===== config.mk =====
export PLATFORM = sky130hd
export DESIGN_NAME = knn_cell
export DESIGN_NICKNAME = d
export VERILOG_FILES = /design/src/knn_pkg.sv /design/src/knn_cell.sv
export SDC_FILE = /design/constraint.sdc
export NUM_CORES = 1
export LEC_CHECK = 0
export BUFFER_PORTS_ARGS = -buffer_cell sky130_fd_sc_hd__clkbuf_2
export CORE_MARGIN = 8
export CORE_UTILIZATION = 56
export DETAILED_ROUTE_END_ITERATION = 8
export PLACE_DENSITY = 0.86
export SYNTH_ARGS = -nofsm -noshare
export SYNTH_HDL_FRONTEND = slang
export SYNTH_SLANG_ARGS = --single-unit

===== constraint.sdc =====
create_clock -name clk -period 4.55 [get_ports clk]
set_input_delay 0.455 -clock clk [delete_from_list [all_inputs] [get_ports clk]]
set_output_delay 0.455 -clock clk [all_outputs]
set_load 0.005 [all_outputs]

===== src/knn_pkg.sv =====
// Shared types, operation codes and widths for the k-nearest-neighbor search block.
`timescale 1ns / 1ps
package knn_pkg;
  localparam logic [1:0] OP_LOAD_WEIGHT = 2'd0;
  localparam logic [1:0] OP_LOAD_REF    = 2'd1;
  localparam logic [1:0] OP_QUERY       = 2'd2;

  localparam logic [1:0] CFG_POINT_COUNT    = 2'd0;
  localparam logic [1:0] CFG_DIM_COUNT      = 2'd1;
  localparam logic [1:0] CFG_NEIGHBOR_COUNT = 2'd2;

  localparam int DIST_W = 48;
  localparam logic [DIST_W-1:0] DIST_MAX = {DIST_W{1'b1}};

  // Candidate passed down the sorting chain.
  typedef struct packed {
    logic              valid;
    logic [DIST_W-1:0] sq_dist;
    logic [15:0]       idx;
  } cand_t;
endpackage


===== src/knn_cell.sv =====
// One cell of the sorting chain: keeps one best candidate and passes the loser on.
`timescale 1ns / 1ps
module knn_cell (
  input  logic           clk,
  input  logic           rst_n,
  input  logic           clear,
  input  knn_pkg::cand_t cand_in,
  output knn_pkg::cand_t cand_out,
  output knn_pkg::cand_t held
);
  knn_pkg::cand_t held_r, held_nxt, out_r, out_nxt;
  logic take;

  // Candidates can reach a cell out of index order, so equal distances are
  // decided by the index; an empty cell takes any valid candidate.
  assign take = cand_in.valid && (!held_r.valid || (cand_in.sq_dist < held_r.sq_dist) ||
                ((cand_in.sq_dist == held_r.sq_dist) && (cand_in.idx < held_r.idx)));

  always_comb begin
    held_nxt = held_r;
    out_nxt  = cand_in;
    if (take) begin
      held_nxt = cand_in;
      out_nxt  = held_r;
    end
    if (clear) begin
      held_nxt = '0;
      out_nxt  = '0;
    end
  end

  always_ff @(posedge clk) begin
    if (!rst_n) begin
      held_r <= '0;
      out_r  <= '0;
    end else begin
      held_r <= held_nxt;
      out_r  <= out_nxt;
    end
  end

  assign cand_out = out_r;
  assign held     = held_r;
endmodule


==> metrics.cfg <==
[floorplan]
rows = 39
die_area_mm2 = 0.0150
io_pins = 198
core_mm2 = 0.0112
start_util_pct = 56.5
die_x_um = 122
die_h_um = 122

[global_route]
grtUsageTotal_pct = 19.9
grt_pass1_wl_um = 24000
grt_max_degree = 91
antenna_found_initial = 0
grt_pass1_vias = 5070
overflow = 0

[setup_path]
arrival_ps = 3550
regToRegSetupSlack_ps = 1310
critPathTopFamily = simple AND/OR/NAND/NOR gates
worstSetupEndpointType = flip-flop
startpoint = held[63]
path_buf_inv = 2
r2r_start = held[63]
r2r_end = held[47]
setup.worst_path.class = flip-flop to flip-flop
cp_slowest_stage_delay_ps = 610
crit_path_max_fanout = 90
critPathLaunchType = flip-flop
crit_path_top_delay_cell = or4_4
path_cells = inv_1, ha_1, nand4_1, or4_4, nor4_4, a21oi_1, a32oi_4, buf_12, mux2i_1
crit_required_ps = 4860
r2r_cells = 9

[logic_synthesis]
syn_area_mm2 = 0.00634
synth_simple_gate_area_share_pct = 12.3
synth_top_family_by_area = multiplexers
synth_cell_types = 38
netlist_instances = 640
ys.warnings.count = 0
synthAdderAreaFrac_pct = 12.4
synth_compound_area_share_pct = 5.01
syn_avg_cell_area_um2 = 9.90
ys_seq_elements = 130
synthXorXnorAreaFrac_pct = 0
synthMuxAreaShare_pct = 20.2
synth_nets = 771
yosysSeqAreaShare_pct = 41.1

[timing]
fmax_mhz = 309
finalCritPeriodShare_pct = 71.2
hold_violations = 0
setup_viol = 0
relSlewSlack_pct = 56.5
grt_setup_unrepaired = false
fin_tns_setup_ps = 0
hold-worst-slack_ps = 324
clock_skew_ps = 7.27
slew_violations = 0
tightestPinTransition_ps = 652
post-route-min-period_ps = 3240

[place]
gp_congestion = 0.798
dp_hpwl_um = 11500
portBuffers = 197
placed_cell_area_mm2 = 0.00725

[detailed_routing]
drtIter0Drc = 289
drc = 0
wl_per_cell_um = 15.2
ant_nets = 0
drt-pass1-iter-count = 4
vias = 5018
totalWireLength_um = 15000
via_per_inst = 5.09

[hold_path]
hold_start = cand_in[49]
hold_class = input pin to flip-flop
holdPathEnd = cand_out[49]
hold_depth = 3

[outcome]
outcome = finished, final reports clean

[cts]
htreeDepth = 4
cts_tree = yes
cts_resized = 0
hold_buffers = 0
clock-root-buffer = clkbuf_16
clkSlewWorstSetupHoldPaths_ps = 60
postCtsSetupRepairBufs = 0
cts_sinks = 130
worstSkewPairLatency_ps = 400
cts_buffers = 17
clock_path_buffers = 2

[power]
power_density_mw_per_mm2 = 376
ir_worst_vdd_mv = 0.255
p_switching_uw = 696
p_seq_share_pct = 41.3
clkPwrFrac_pct = 45.7
p_int_uw = 2250
finalPower_uw = 2940
p_leak_uw = 0.00381
p_comb_share_pct = 13.0
power_switching_share_pct = 23.7

[cells_and_area]
area_growth_pct = 23.5
n_antenna_cell = 0
drive_gt1_share_pct = 27.8
fillers = 873
fin_util_pct = 69.8
design_area_mm2 = 0.00783
nets = 963
multi_input_area_mm2 = 0.00319
regArea_mm2 = 0.00260

[run]
max_cap_violations = 0

## synthesized netlist by cell type
cell	number	area, um^2
ha_1	63	788
and3_1	1	6.26
or4b_1	1	10.0
o21ai_1	4	20.0
a2111oi_0	1	8.76
o31ai_4	1	21.3
o2111ai_1	1	8.76
nor4_1	2	12.5
nand2b_1	2	12.5
buf_6	1	11.3
or4_4	1	11.3
nor3_1	1	5.00
nor4_4	1	21.3
nand4_1	9	56.3
nand2_1	142	533
o21ai_2	1	8.76
a22o_1	1	8.76
clkbuf_1	14	52.6
dfxtp_1	130	2600
a32oi_2	1	16.3
a211o_1	1	8.76
nor2_1	3	11.3
nor2b_1	4	25.0
o21a_1	1	7.51
o211ai_1	1	7.51
buf_12	13	260
nand4_2	1	12.5
nand3_1	4	20.0
a21o_1	3	22.5
a21oi_1	24	120
and4_1	3	26.3
o21ai_0	5	25.0
inv_1	65	244
nand3b_1	1	7.51
a221oi_1	3	26.3
nor3_2	1	10.0
mux2i_1	128	1280
a211oi_1	1	7.51
## layer usage
layer  track usage, %  vias up  routed length, um
li1                 -     2561                  -
met1             22.8     2293               6300
met2             34.0      137               7260
met3             6.44       27               1040
met4             7.77        0                374
met5                0        -                  0
## worst max path at each step
stage / endpoint / slack, ps / cells after the start
floorplan: cand_out[34] / 1850 / 9
global placement: cand_out[15] / 1270 / 9
detailed placement: cand_out[41] / 1160 / 9
CTS: cand_out[3] / 1280 / 9
global route: cand_out[52] / 1170 / 9
finish: held[47] / 1310 / 9
## tightest hold or removal path: stages
cell and delay (ps):
clkbuf_2 90, nand2_1 70, mux2i_1 60
## metrics by stage
stage / cells / worst slack (ps)
after global routing: 986 / 1170
final: 986 / 1310
after CTS: 986 / 1280
after global placement: 956 / 1270
after floorplan: 640 / 1850
after detailed placement: 956 / 1160
## kinds of logic after synthesis
kind of cell             count (synthesis)
AND/OR/NAND/NOR                        177
flip-flops                             130
multiplexers                           128
buffers and inverters                   93
adder cells (fa/ha/maj)                 63
AO/OA/AOI/OAI                           49
## sequential cells by signal (all words and copies together), names as in the netlist
signal    flops
cand_out     65
held         65
## cell usage in the layout (no fill, tap or decap), types with 2 or more instances in the layout
cell,synthesis,layout
nand2_1,142,142
clkbuf_1,14,5
clkbuf_16,0,17
nand4_1,9,9
nand2b_1,2,2
buf_4,0,2
bufinv_16,0,3
nor4_1,2,2
clkinv_2,0,3
and4_1,3,3
nand3_1,4,4
a21o_1,3,3
inv_1,65,65
clkbuf_8,0,2
o21ai_0,5,5
nor2b_1,4,3
mux2i_1,128,128
nor2_1,3,3
ha_1,63,63
clkbuf_2,0,197
a21oi_1,24,24
buf_12,13,2
dfxtp_1,130,130
a221oi_1,3,3
o21ai_1,4,4
## area by class of cell
| cell class | count | area share [%] |
|---|---|---|
| multi-input cells | 417 | 40.7 |
| repair buffers | 201 | 13.3 |
| clock buffers | 24 | 6.02 |
| inverters | 65 | 3.12 |
| flip-flops and latches | 130 | 33.2 |
| well taps | 143 | 2.29 |
| clock inverters | 6 | 1.34 |
## power groups by stage
stage	sequential [uW]	combinational, uW	clock, uW
final	1210	384	1340
after global routing	1220	427	1420
after CTS	1210	388	1370
after detailed placement	1240	385	0
after global placement	1240	375	0
after floorplan	1240	279	0
Power figures use the tool's default switching activity.
