`src/knn_isqrt.sv`:
```
// Iterative integer square root; a start while busy restarts it with the new radicand.
`timescale 1ns / 1ps
module knn_isqrt (
  input  logic        clk,
  input  logic        rst_n,
  input  logic        start,
  input  logic [47:0] radicand,
  output logic        done,
  output logic [23:0] root
);
  logic [47:0] x_r, x_nxt, res_r, res_nxt, bit_r, bit_nxt;
  logic        busy_r, busy_nxt, done_r, done_nxt;
  logic [47:0] trial;

  assign trial = res_r + bit_r;

  always_comb begin
    x_nxt = x_r; res_nxt = res_r; bit_nxt = bit_r;
    busy_nxt = busy_r; done_nxt = 1'b0;
    if (start) begin
      x_nxt = radicand; res_nxt = '0; bit_nxt = 48'd1 << 46; busy_nxt = 1'b1;
    end else if (busy_r) begin
      if (x_r >= trial) begin
        x_nxt   = x_r - trial;
        res_nxt = (res_r >> 1) + bit_r;
      end else begin
        res_nxt = res_r >> 1;
      end
      bit_nxt = bit_r >> 2;
      if (bit_r[0]) begin
        busy_nxt = 1'b0;
        done_nxt = 1'b1;
      end
    end
  end

  always_ff @(posedge clk) begin
    if (!rst_n) begin
      busy_r <= 1'b0; done_r <= 1'b0;
    end else begin
      busy_r <= busy_nxt; done_r <= done_nxt;
    end
    x_r <= x_nxt; res_r <= res_nxt; bit_r <= bit_nxt;
  end

  assign done = done_r;
  assign root = res_r[23:0];
endmodule

```
`config.mk`:
```
export PLATFORM = sky130hd
export DESIGN_NAME = knn_isqrt
export DESIGN_NICKNAME = d
export VERILOG_FILES = /design/src/knn_isqrt.sv
export SDC_FILE = /design/constraint.sdc
export NUM_CORES = 1
export LEC_CHECK = 0
export ABC_AREA = 1
export ABC_CLOCK_PERIOD_IN_PS = 4200
export BUFFER_PORTS_ARGS = -buffer_cell sky130_fd_sc_hd__clkbuf_2
export CAP_MARGIN = 20
export CORE_MARGIN = 1
export CORE_UTILIZATION = 52
export DETAILED_ROUTE_END_ITERATION = 12
export GPL_TIMING_DRIVEN = 0
export MAX_ROUTING_LAYER = met4
export PLACE_DENSITY_LB_ADDON = 0.15
export SLEW_MARGIN = 20
export SYNTH_ARGS = -nofsm -noshare
export SYNTH_HDL_FRONTEND = slang
export SYNTH_SLANG_ARGS = --single-unit
```
`constraint.sdc`:
```
create_clock -name clk -period 4.2 [get_ports clk]
set_input_delay 0.21 -clock clk [delete_from_list [all_inputs] [get_ports clk]]
set_output_delay 0.21 -clock clk [all_outputs]
set_load 0.02 [all_outputs]
```
==> results.md, run 1 <==
Die:
- The die is 167 um wide.
- The die covers 28000 um^2.
- The boundary pin count is 76.
- The die extent in y is 167 um.
- Row generation in the floorplan step produced 60 rows.
- The region available for standard cell placement spans 26900 um^2.
- The initial core utilization is 0.529.

Routing:
- Wire segments on met2 add up to 23900 um in the final route.
- The first detailed-routing pass took 6 iterations.
- The post-detailed-route count of antenna-violating nets is 0.
- Wire segments on met3 add up to 7350 um in the final route.
- The average via count per standard cell is 5.82.
- The detailed-route wire length on metal 1 is 26200 um.
- The highest layer touched by signal routing is met4.
- The number of vias in the routed layout is 17100.
- The final layout contains routed wiring with a total length of 58800 um.
- Dividing the detail-routed wire length by the instance count gives 20.0 um.
- The DRC violation count after routing is 0.
- The first-iteration detailed-routing DRC count is 2515.

CTS:
- The number of hold-repair buffers added at the cts stage is 0.
- The clock tree from TritonCTS is yes.
- The number of clock buffers added by TritonCTS is 17.
- The clock net in this run drives a total of 122 sinks.
- The maximum root-to-sink buffer count is 2.
- The master cell of the clock root buffer is clkbuf_16.
- In this run the number of H-tree levels came out at 4.
- The register clock-pin slew on the reported worst setup and hold paths is 0.07 ns.
- The source-to-sink clock delay at the later pin of the worst-skew pair is 0.45 ns.

Place:
- The port buffer count is 74.
- The worst-case setup slack after placement is -0.950 ns.
- The post-detailed-placement half-perimeter wirelength is 46400 um.
- The number of placed cells counting well taps is 2861.
- The congestion estimate from routability-driven global placement came to 1.07.

Synth:
- In the synthesized netlist the async set-or-reset flop fraction comes to 0.
- The number of instances in the synthesized netlist is 2446.
- The synthesized net count is 2596.
- In this run the cell area of the synthesized design comes to 14200 um^2.
- The share of the synthesized area in the top cell type is 0.205.
- The number of storage elements in the synthesis netlist is 122.
- By area the synthesized netlist is led by nand2_1 21%, dfxtp_1 10%, edfxtp_1 10%.
- The mean instance size in the synthesized netlist is 5.82 um^2.
- For this run, the leading register cell type out of synthesis is dfxtp_1.
- For this run, the register share of the synthesized area comes to 0.205.
- The number of synthesized flops with an enable pin is 48.
- The number of distinct library cells after synthesis is 45.
- The warning count from the yosys run is 0.
- The top cell type by total area after synthesis is nand2_1.

Global routing:
- The number of global-route vias before repair is 15200.
- Entering global routing, the biggest net connects 17 pins.
- The first global-routing pass estimated 86500 um of wire.
- For this run, the total global-route usage over all layers was measured as 0.420.
- The initial antenna violation count is 0.
- The overall overflow remaining after global route is 0.

Final layout:
- For this run, the number of standard cells in the final layout without fillers is 2939.
- Compared with the post-synthesis result, the final layout area differs by 18.8%.
- The total of fill cells in the finished design is 2556.
- The sequential cells in the finished layout cover a total of 2950 um^2.
- The total area of multi-input combinational cells is 10600 um^2.
- The layout cell share with drive strength beyond 1 is 0.150.
- The leading cell type in the layout, fill and taps excluded is nand2_1.
- After the last flow step, the layout net total stands at 2735.
- In the layout the commonest cells are 751 x nand2_1, 311 x inv_1, 262 x nor2_1.
- The repair_antennas step left the layout with diodes totalling 0.

Status:
- The flow ran to the end, and the final reports show no timing, DRC or antenna violations.

Power and ir drop:
- The share of total power dissipated in sequential elements is 0.202.
- The internal power is 4.56 mW.
- The total power density per cell area is 548 nW/um^2.
- The overall power of the completed layout is 9.26 mW.
- The share of total power dissipated in the clock network is 0.169.
- The analysis attributes to net switching a power of 4.70 mW.
- Of the total power, combinational logic draws 0.629.
- The reported leakage power is 7.66 nW.
- The maximum VDD drop is 0.515 mV.
- Of the total power, the share spent switching nets is 0.507.

Worst setup path:
- The arrival time of data at the critical path endpoint is 4.33 ns.
- Walking the worst path, the cells encountered are ha_2 > nand2_2 > o21ai_1 > a21oi_1 > o2111ai_1 > xor2_1 > ha_2 > nand2_2 > nor2_4 > nand2_2 > nor3_4 > buf_4 > nand3_4 > nand2_8 > nand2_8 > nand2_4 > buf_12.
- The critical path contains buffers and inverters numbering 2 combined.
- The critical path is of the reg2reg type.
- The category of the worst setup path capture point is a register.
- At the worst endpoint, the required time is 4.36 ns.
- On the worst path, the slowest cell contributes a delay of 0.43 ns.
- The critical path's top delay family is simple AND/OR/NAND/NOR gates.
- Among the stages of the critical path, the cell type that occurs most often is nand2_2.
- The worst setup path is launched from a register.
- The slowest stage of the critical path belongs to the cell dfxtp_2.
- Along the worst path, the maximum fanout reaches 11.

Timing:
- On the final layout, the worst clock skew is 0.0121 ns.
- The worst pin sits at a relative slew slack of 0.306.
- Setup violations remaining at the end of the flow were counted as 0.
- Dividing the final minimum period by the clock period gives 0.992.
- The time the final worst path needs with I/O delays and setup is 4.17 ns.
- The max-slew violation count is 0.
- The highest clock rate is 240 MHz.
- Setup repair after global routing could not meet its margin everywhere.
- The total count of hold-check failures in the final report was 0.
- The sum of negative setup slack is 0 ns.
- For the pin with the worst max-slew slack, the measured transition is 1.04 ns.
- Once routing completed, OpenROAD measured the worst setup slack at 0.0347 ns.

Min path:
- The path class of the tightest hold or removal check is in2reg.

Flow run:
- Max-cap violations in this run came to 0.
-- worst paths after layout --
path / slack (ns) / startpoint / cells past startpoint / end
hold reg to reg: 0.50 / res_r[0]$_SDFFE_PP0P_ / 2 / res_r[0]$_SDFFE_PP0P_
setup reg to reg: 0.03 / res_r[34]$_SDFFE_PP0P_ / 17 / x_r[23]$_DFFE_PP_
setup / recovery: 0.03 / res_r[34]$_SDFFE_PP0P_ / 17 / x_r[23]$_DFFE_PP_
hold / removal: 0.02 / rst_n / 3 / busy_r$_SDFF_PN0_
-- layer usage --
metal	vias to the layer above	global-route usage
li1	8192	-
met5	-	-
met4	0	0.107
met1	7778	0.604
met3	107	0.0938
met2	1036	0.587
-- cell type report --
class | instances | area share
timing repair buffer | 113 | 0.0407
multi-input combinational | 1932 | 0.626
clock buffer | 18 | 0.0260
tap | 341 | 0.0252
sequential | 122 | 0.175
buffer | 80 | 0.0271
clock inverter | 14 | 0.00948
inverter | 319 | 0.0710
-- state kept, by name, indices dropped and copies added, names as in the netlist --
signal / cells
bit_r: 24
busy_r: 1
done: 1
res_r: 48
x_r: 48
-- Yosys cell counts (2+ instances only) --
| library cell | number |
|---|---|
| a211oi_1 | 3 |
| a21boi_0 | 4 |
| a21o_1 | 7 |
| a21oi_1 | 170 |
| a21oi_2 | 2 |
| a31oi_1 | 8 |
| and2_1 | 8 |
| buf_1 | 2 |
| buf_2 | 10 |
| buf_4 | 24 |
| buf_6 | 6 |
| clkbuf_1 | 38 |
| dfxtp_1 | 74 |
| edfxtp_1 | 48 |
| ha_1 | 98 |
| inv_1 | 314 |
| inv_2 | 5 |
| nand2_1 | 777 |
| nand2_2 | 3 |
| nand3_1 | 222 |
| nand3_2 | 2 |
| nand3b_1 | 12 |
| nand4_1 | 30 |
| nor2_1 | 282 |
| nor2_2 | 6 |
| nor3_1 | 19 |
| nor4_1 | 8 |
| o2111ai_1 | 2 |
| o21a_1 | 7 |
| o21ai_0 | 123 |
| o21ai_1 | 6 |
| o21bai_1 | 21 |
| o22ai_1 | 3 |
| o31ai_1 | 2 |
| or2_2 | 18 |
| xnor2_1 | 30 |
| xor2_1 | 44 |
-- worst min-delay path, cell delays in order --
cell and delay [ns]:
clkbuf_2 0.08, inv_1 0.08, a21oi_1 0.05
-- kinds of logic (layout without fill, tap and decap cells) --
kind of cell	Yosys count	in the layout	synth area share
AO/OA/AOI/OAI	362	362	0.139
XOR/XNOR	74	74	0.0456
adder cells (fa/ha/maj)	99	99	0.0876
buffers and inverters	399	544	0.116
flip-flops	122	122	0.205
AND/OR/NAND/NOR	1390	1397	0.407
-- power groups by stage --
| stage | Sequential [mW] | Clock, mW | Combinational, mW |
|---|---|---|---|
| finish | 1.87 | 1.56 | 5.83 |
| CTS | 1.82 | 1.56 | 5.27 |
| detailed placement | 1.84 | 0 | 5.04 |
| global route | 1.88 | 1.60 | 6.31 |
| global placement | 1.84 | 0 | 4.96 |
| floorplan | 1.74 | 0 | 3.69 |
-- per-stage QoR --
stage	hold WS (ns)	utilization	cell area [um^2]
4_1_cts	0.00186	0.599	16100
3_5_place_dp	0.459	0.559	15000
3_3_place_gp	0.454	0.559	15000
6_report	0.0182	0.629	16900
2_1_floorplan	0.342	-	14200
5_1_grt	0.0289	0.629	16900
-- repair_timing --
action | CTS | global route
setup endpoints to repair | 109 | 121
pin swaps | 17 | 37
gates cloned | 6 | 1
buffers inserted | 18 | 21
resized for setup | 71 | 166
No activity file was read; power rests on OpenSTA's default activity.
==> run 2, diff against run 1 <==
--- a/config.mk
+++ b/config.mk
@@ -15,6 +15,7 @@
 export GPL_TIMING_DRIVEN = 0
 export MAX_ROUTING_LAYER = met4
 export PLACE_DENSITY_LB_ADDON = 0.15
+export RECOVER_POWER = 25
 export SLEW_MARGIN = 20
 export SYNTH_ARGS = -nofsm -noshare
 export SYNTH_HDL_FRONTEND = slang
==> run 2 against run 1 <==
Compared with the run above: sequential cell count stayed put; combinational power about the same; total power about the same; final cell count did not move; wire length barely moved; global-route usage stayed put; clock skew about the same; critical path type unchanged.
==> results.md, run 2 (synthesis results as in run 1) <==
CTS:
- In this run the clock root is driven by a clkbuf_16.
- The number of buffers created by CTS is 17 (unchanged).
- The source-to-sink clock delay at the later pin of the worst-skew pair is 0.45 ns (about the same).
- The clock sink total is 122 (unchanged).
- The maximum root-to-sink buffer count is 2 (unchanged).
- The number of hold-repair buffers added at the cts stage is 0 (unchanged).
- The H-tree depth reported by CTS is 4 (unchanged).
- TritonCTS built the clock tree.
- The register clock-pin slew on the reported worst setup and hold paths is 0.07 ns (about the same).

Power and ir drop:
- The internal power is 4.56 mW (about the same).
- The total net switching power came to 4.70 mW (about the same).
- The maximum VDD drop is 0.515 mV (about the same).
- The reported leakage power was 7.65 nW (about the same).
- The switching share of power was 0.507 (about the same).
- The clock network power share is 0.169 (about the same).
- The portion of total power attributed to sequential cells was 0.202 (about the same).
- The combinational share of power was 0.629 (about the same).
- The total power density per cell area is 548 nW/um^2 (about the same).
- The overall power of the completed layout is 9.26 mW (about the same).

Min path:
- The worst hold path begins at rst_n.
- The path class of the tightest hold or removal check is in2reg.
- For hold timing, the worst endpoint is busy_r$_SDFF_PN0_.
- The number of cells traversed by the worst hold path is 3 (unchanged).

Flow run:
- The total of max-cap violations came to 0 (unchanged).

Place:
- The weighted congestion reported at the end of routability-driven placement is 1.07 (unchanged).
- The port buffer count is 74 (unchanged).
- The post-detailed-placement half-perimeter wirelength is 46400 um (unchanged).
- The worst-case setup slack after placement was -0.950 ns (unchanged).

Routing:
- The total iterations of the first detailed-routing run is 6 (unchanged).
- The DRC violation count after routing is 0 (unchanged).
- The number of vias in the routed layout is 17100 (+0.16%).
- The routed length per instance is 20.0 um (about the same).
- The detailed-route wire length on metal 1 is 26200 um (about the same).
- The post-detailed-route count of antenna-violating nets is 0 (unchanged).
- The overall routed net length came to 58800 um (about the same).
- The met3 wire length is 7320 um (-0.37%).
- The highest metal layer with signal wires is met4.
- The total met2 wirelength after detailed routing is 23900 um (-0.25%).
- The average via count per standard cell was 5.83 (+0.16%).
- The first-iteration detailed-routing DRC count is 2515 (unchanged).

Worst setup path:
- Walking the worst path, the cells encountered are ha_2 > nand2_2 > o21ai_1 > a21oi_1 > o2111ai_1 > xor2_1 > ha_2 > nand2_2 > nor2_4 > nand2_2 > nor3_4 > buf_4 > nand3_4 > nand2_8 > nand2_8 > nand2_4 > buf_12.
- The required arrival time at the worst endpoint is 4.37 ns (about the same).
- The worst setup path is of the reg2reg kind.
- The maximum fanout along the worst path was 11 (unchanged).
- The most frequent cell on the critical path is nand2_2.
- The reg-to-reg setup timing slack is 0.04 ns (about the same).
- The launch instance of the worst register-to-register path is res_r[34]$_SDFFE_PP0P_.
- The arrival time of data at the critical path endpoint came to 4.33 ns (about the same).
- The cell type of the slowest stage on the worst timing path is dfxtp_2.
- The critical path startpoint category is a register.
- The largest stage delay on the critical path is 0.43 ns (about the same).
- The count of cells along the worst register-to-register path is 17 (unchanged).
- The endpoint identified for the worst register-to-register timing path is x_r[23]$_DFFE_PP_.
- STA classifies the critical path endpoint as a register.

Timing:
- The tightest slew margin relative to the limit is 0.309 (+0.00308).
- The setup skew after layout is 0.0118 ns (-0.000281 ns).
- The max-slew violation count is 0 (unchanged).
- The number of endpoints failing setup at the final stage is 0 (unchanged).
- Setup repair after global routing could not meet its margin everywhere.
- The total count of hold-check failures in the final report is 0 (unchanged).
- The time the final worst path needs with I/O delays and setup is 4.16 ns (-0.00545 ns).
- The slew at the pin closest to its max-slew limit is 1.04 ns (-0.00461 ns).
- The highest clock rate is 240 MHz (+0.13%).
- The share of the clock period used by the worst path after layout was 0.990 (-0.00130).
- The final worst-path setup slack was 0.0401 ns (+0.00545 ns).
- The sum of negative setup slack is 0 ns (unchanged).

Die:
- The area of the placeable core is 26900 um^2 (unchanged).
- The die extent in y is 167 um (unchanged).
- The site row count is 60 (unchanged).
- The initial core utilization is 0.529 (unchanged).
- The floorplan die area is 28000 um^2 (unchanged).
- The boundary pin count is 76 (unchanged).
- The chip width was 167 um (unchanged).

Final layout:
- The count of antenna diodes in the layout came to 0 (unchanged).
- The layout cell share with drive strength beyond 1 is 0.150 (-0.000385).
- In the layout the commonest cells are 751 x nand2_1, 311 x inv_1, 262 x nor2_1.
- The post-route core utilization came to 0.629 (about the same).
- The area overhead of the layout relative to synthesis came to 18.8% (about the same).
- The total of fill cells in the finished design is 2557 (+0.039%).
- Leaving out fill and tap cells, the most frequent cell in the layout is nand2_1.
- The largest registers in the layout are res_r (48), x_r (48), bit_r (24).
- The number of nets in the layout is 2735 (unchanged).

Status:
- The flow ran to the end, and the final reports show no timing, DRC or antenna violations.

Global routing:
- The initial antenna violation count is 0 (unchanged).
- The overall overflow remaining after global route is 0 (unchanged).
- The global-route total usage across every layer is 0.420 (unchanged).
- The global-route wire length before repair is 86500 um (unchanged).
- The number of global-route vias before repair is 15200 (unchanged).
- The maximum number of pins on one net before global-route repair is 17 (unchanged).
[run 2: worst max-delay path, delay by kind of cell, from the launching register on]
family / cells / cell delay [ns]
xor+xnor: 1 / 0.25
simple gates: 9 / 1.31
fa+ha+maj: 2 / 0.76
buf+inv: 2 / 0.31
flops: 1 / 0.43
compound gates: 3 / 0.80
[run 2: area by class of cell]
class                           instances  area (um^2)  share of cell area
Buffer                                 80          458              0.0271
Inverter                              319         1200              0.0710
Timing Repair Buffer                  113          686              0.0406
Multi-Input combinational cell       1932        10600               0.626
Clock inverter                         14          160             0.00948
Sequential cell                       122         2950               0.175
Clock buffer                           18          439              0.0260
Tap cell                              341          427              0.0253
[run 2: per-stage QoR]
| step | hold WS (ns) | instance area, um^2 | instances |
|---|---|---|---|
| after floorplan | 0.342 | 14200 | 2446 |
| after global placement | 0.454 | 15000 | 2861 |
| after detailed placement | 0.459 | 15000 | 2861 |
| after CTS | 0.00186 | 16100 | 2917 |
| after global routing | 0.0289 | 16900 | 2939 |
| final | 0.0171 | 16900 | 2939 |
[run 2: timing repair]
item / in CTS / in global routing
setup endpoints to repair: 109 / 121
pin swaps: 17 / 37
gates resized for setup: 71 / 166
endpoints found under the hold margin: 0 / 0
gates cloned: 6 / 1
setup buffers: 18 / 21
[run 2: power groups by stage]
stage | clock [mW] | sequential [mW] | combinational, mW
2_1_floorplan | 0 | 1.74 | 3.69
3_3_place_gp | 0 | 1.84 | 4.96
4_1_cts | 1.56 | 1.82 | 5.27
5_1_grt | 1.60 | 1.88 | 6.31
6_report | 1.56 | 1.87 | 5.83
3_5_place_dp | 0 | 1.84 | 5.04
[run 2: layer usage]
metal  up-vias  GRT usage
met5         -          -
met4         0      0.107
li1       8192          -
met2      1059      0.587
met1      7771      0.604
met3       118     0.0938
[run 2: worst max path at each step]
stage | to | startpoint | slack [ns]
2_1_floorplan | x_r[0]$_DFFE_PP_ | bit_r[8]$_SDFFE_PP0P_ | 0.14
3_3_place_gp | x_r[1]$_DFFE_PP_ | bit_r[8]$_SDFFE_PP0P_ | -1.31
3_5_place_dp | x_r[5]$_DFFE_PP_ | res_r[4]$_SDFFE_PP0P_ | -0.95
4_1_cts | x_r[23]$_DFFE_PP_ | res_r[20]$_SDFFE_PP0P_ | 0.002
5_1_grt | x_r[25]$_DFFE_PP_ | res_r[0]$_SDFFE_PP0P_ | -0.07
6_report | x_r[23]$_DFFE_PP_ | res_r[34]$_SDFFE_PP0P_ | 0.04
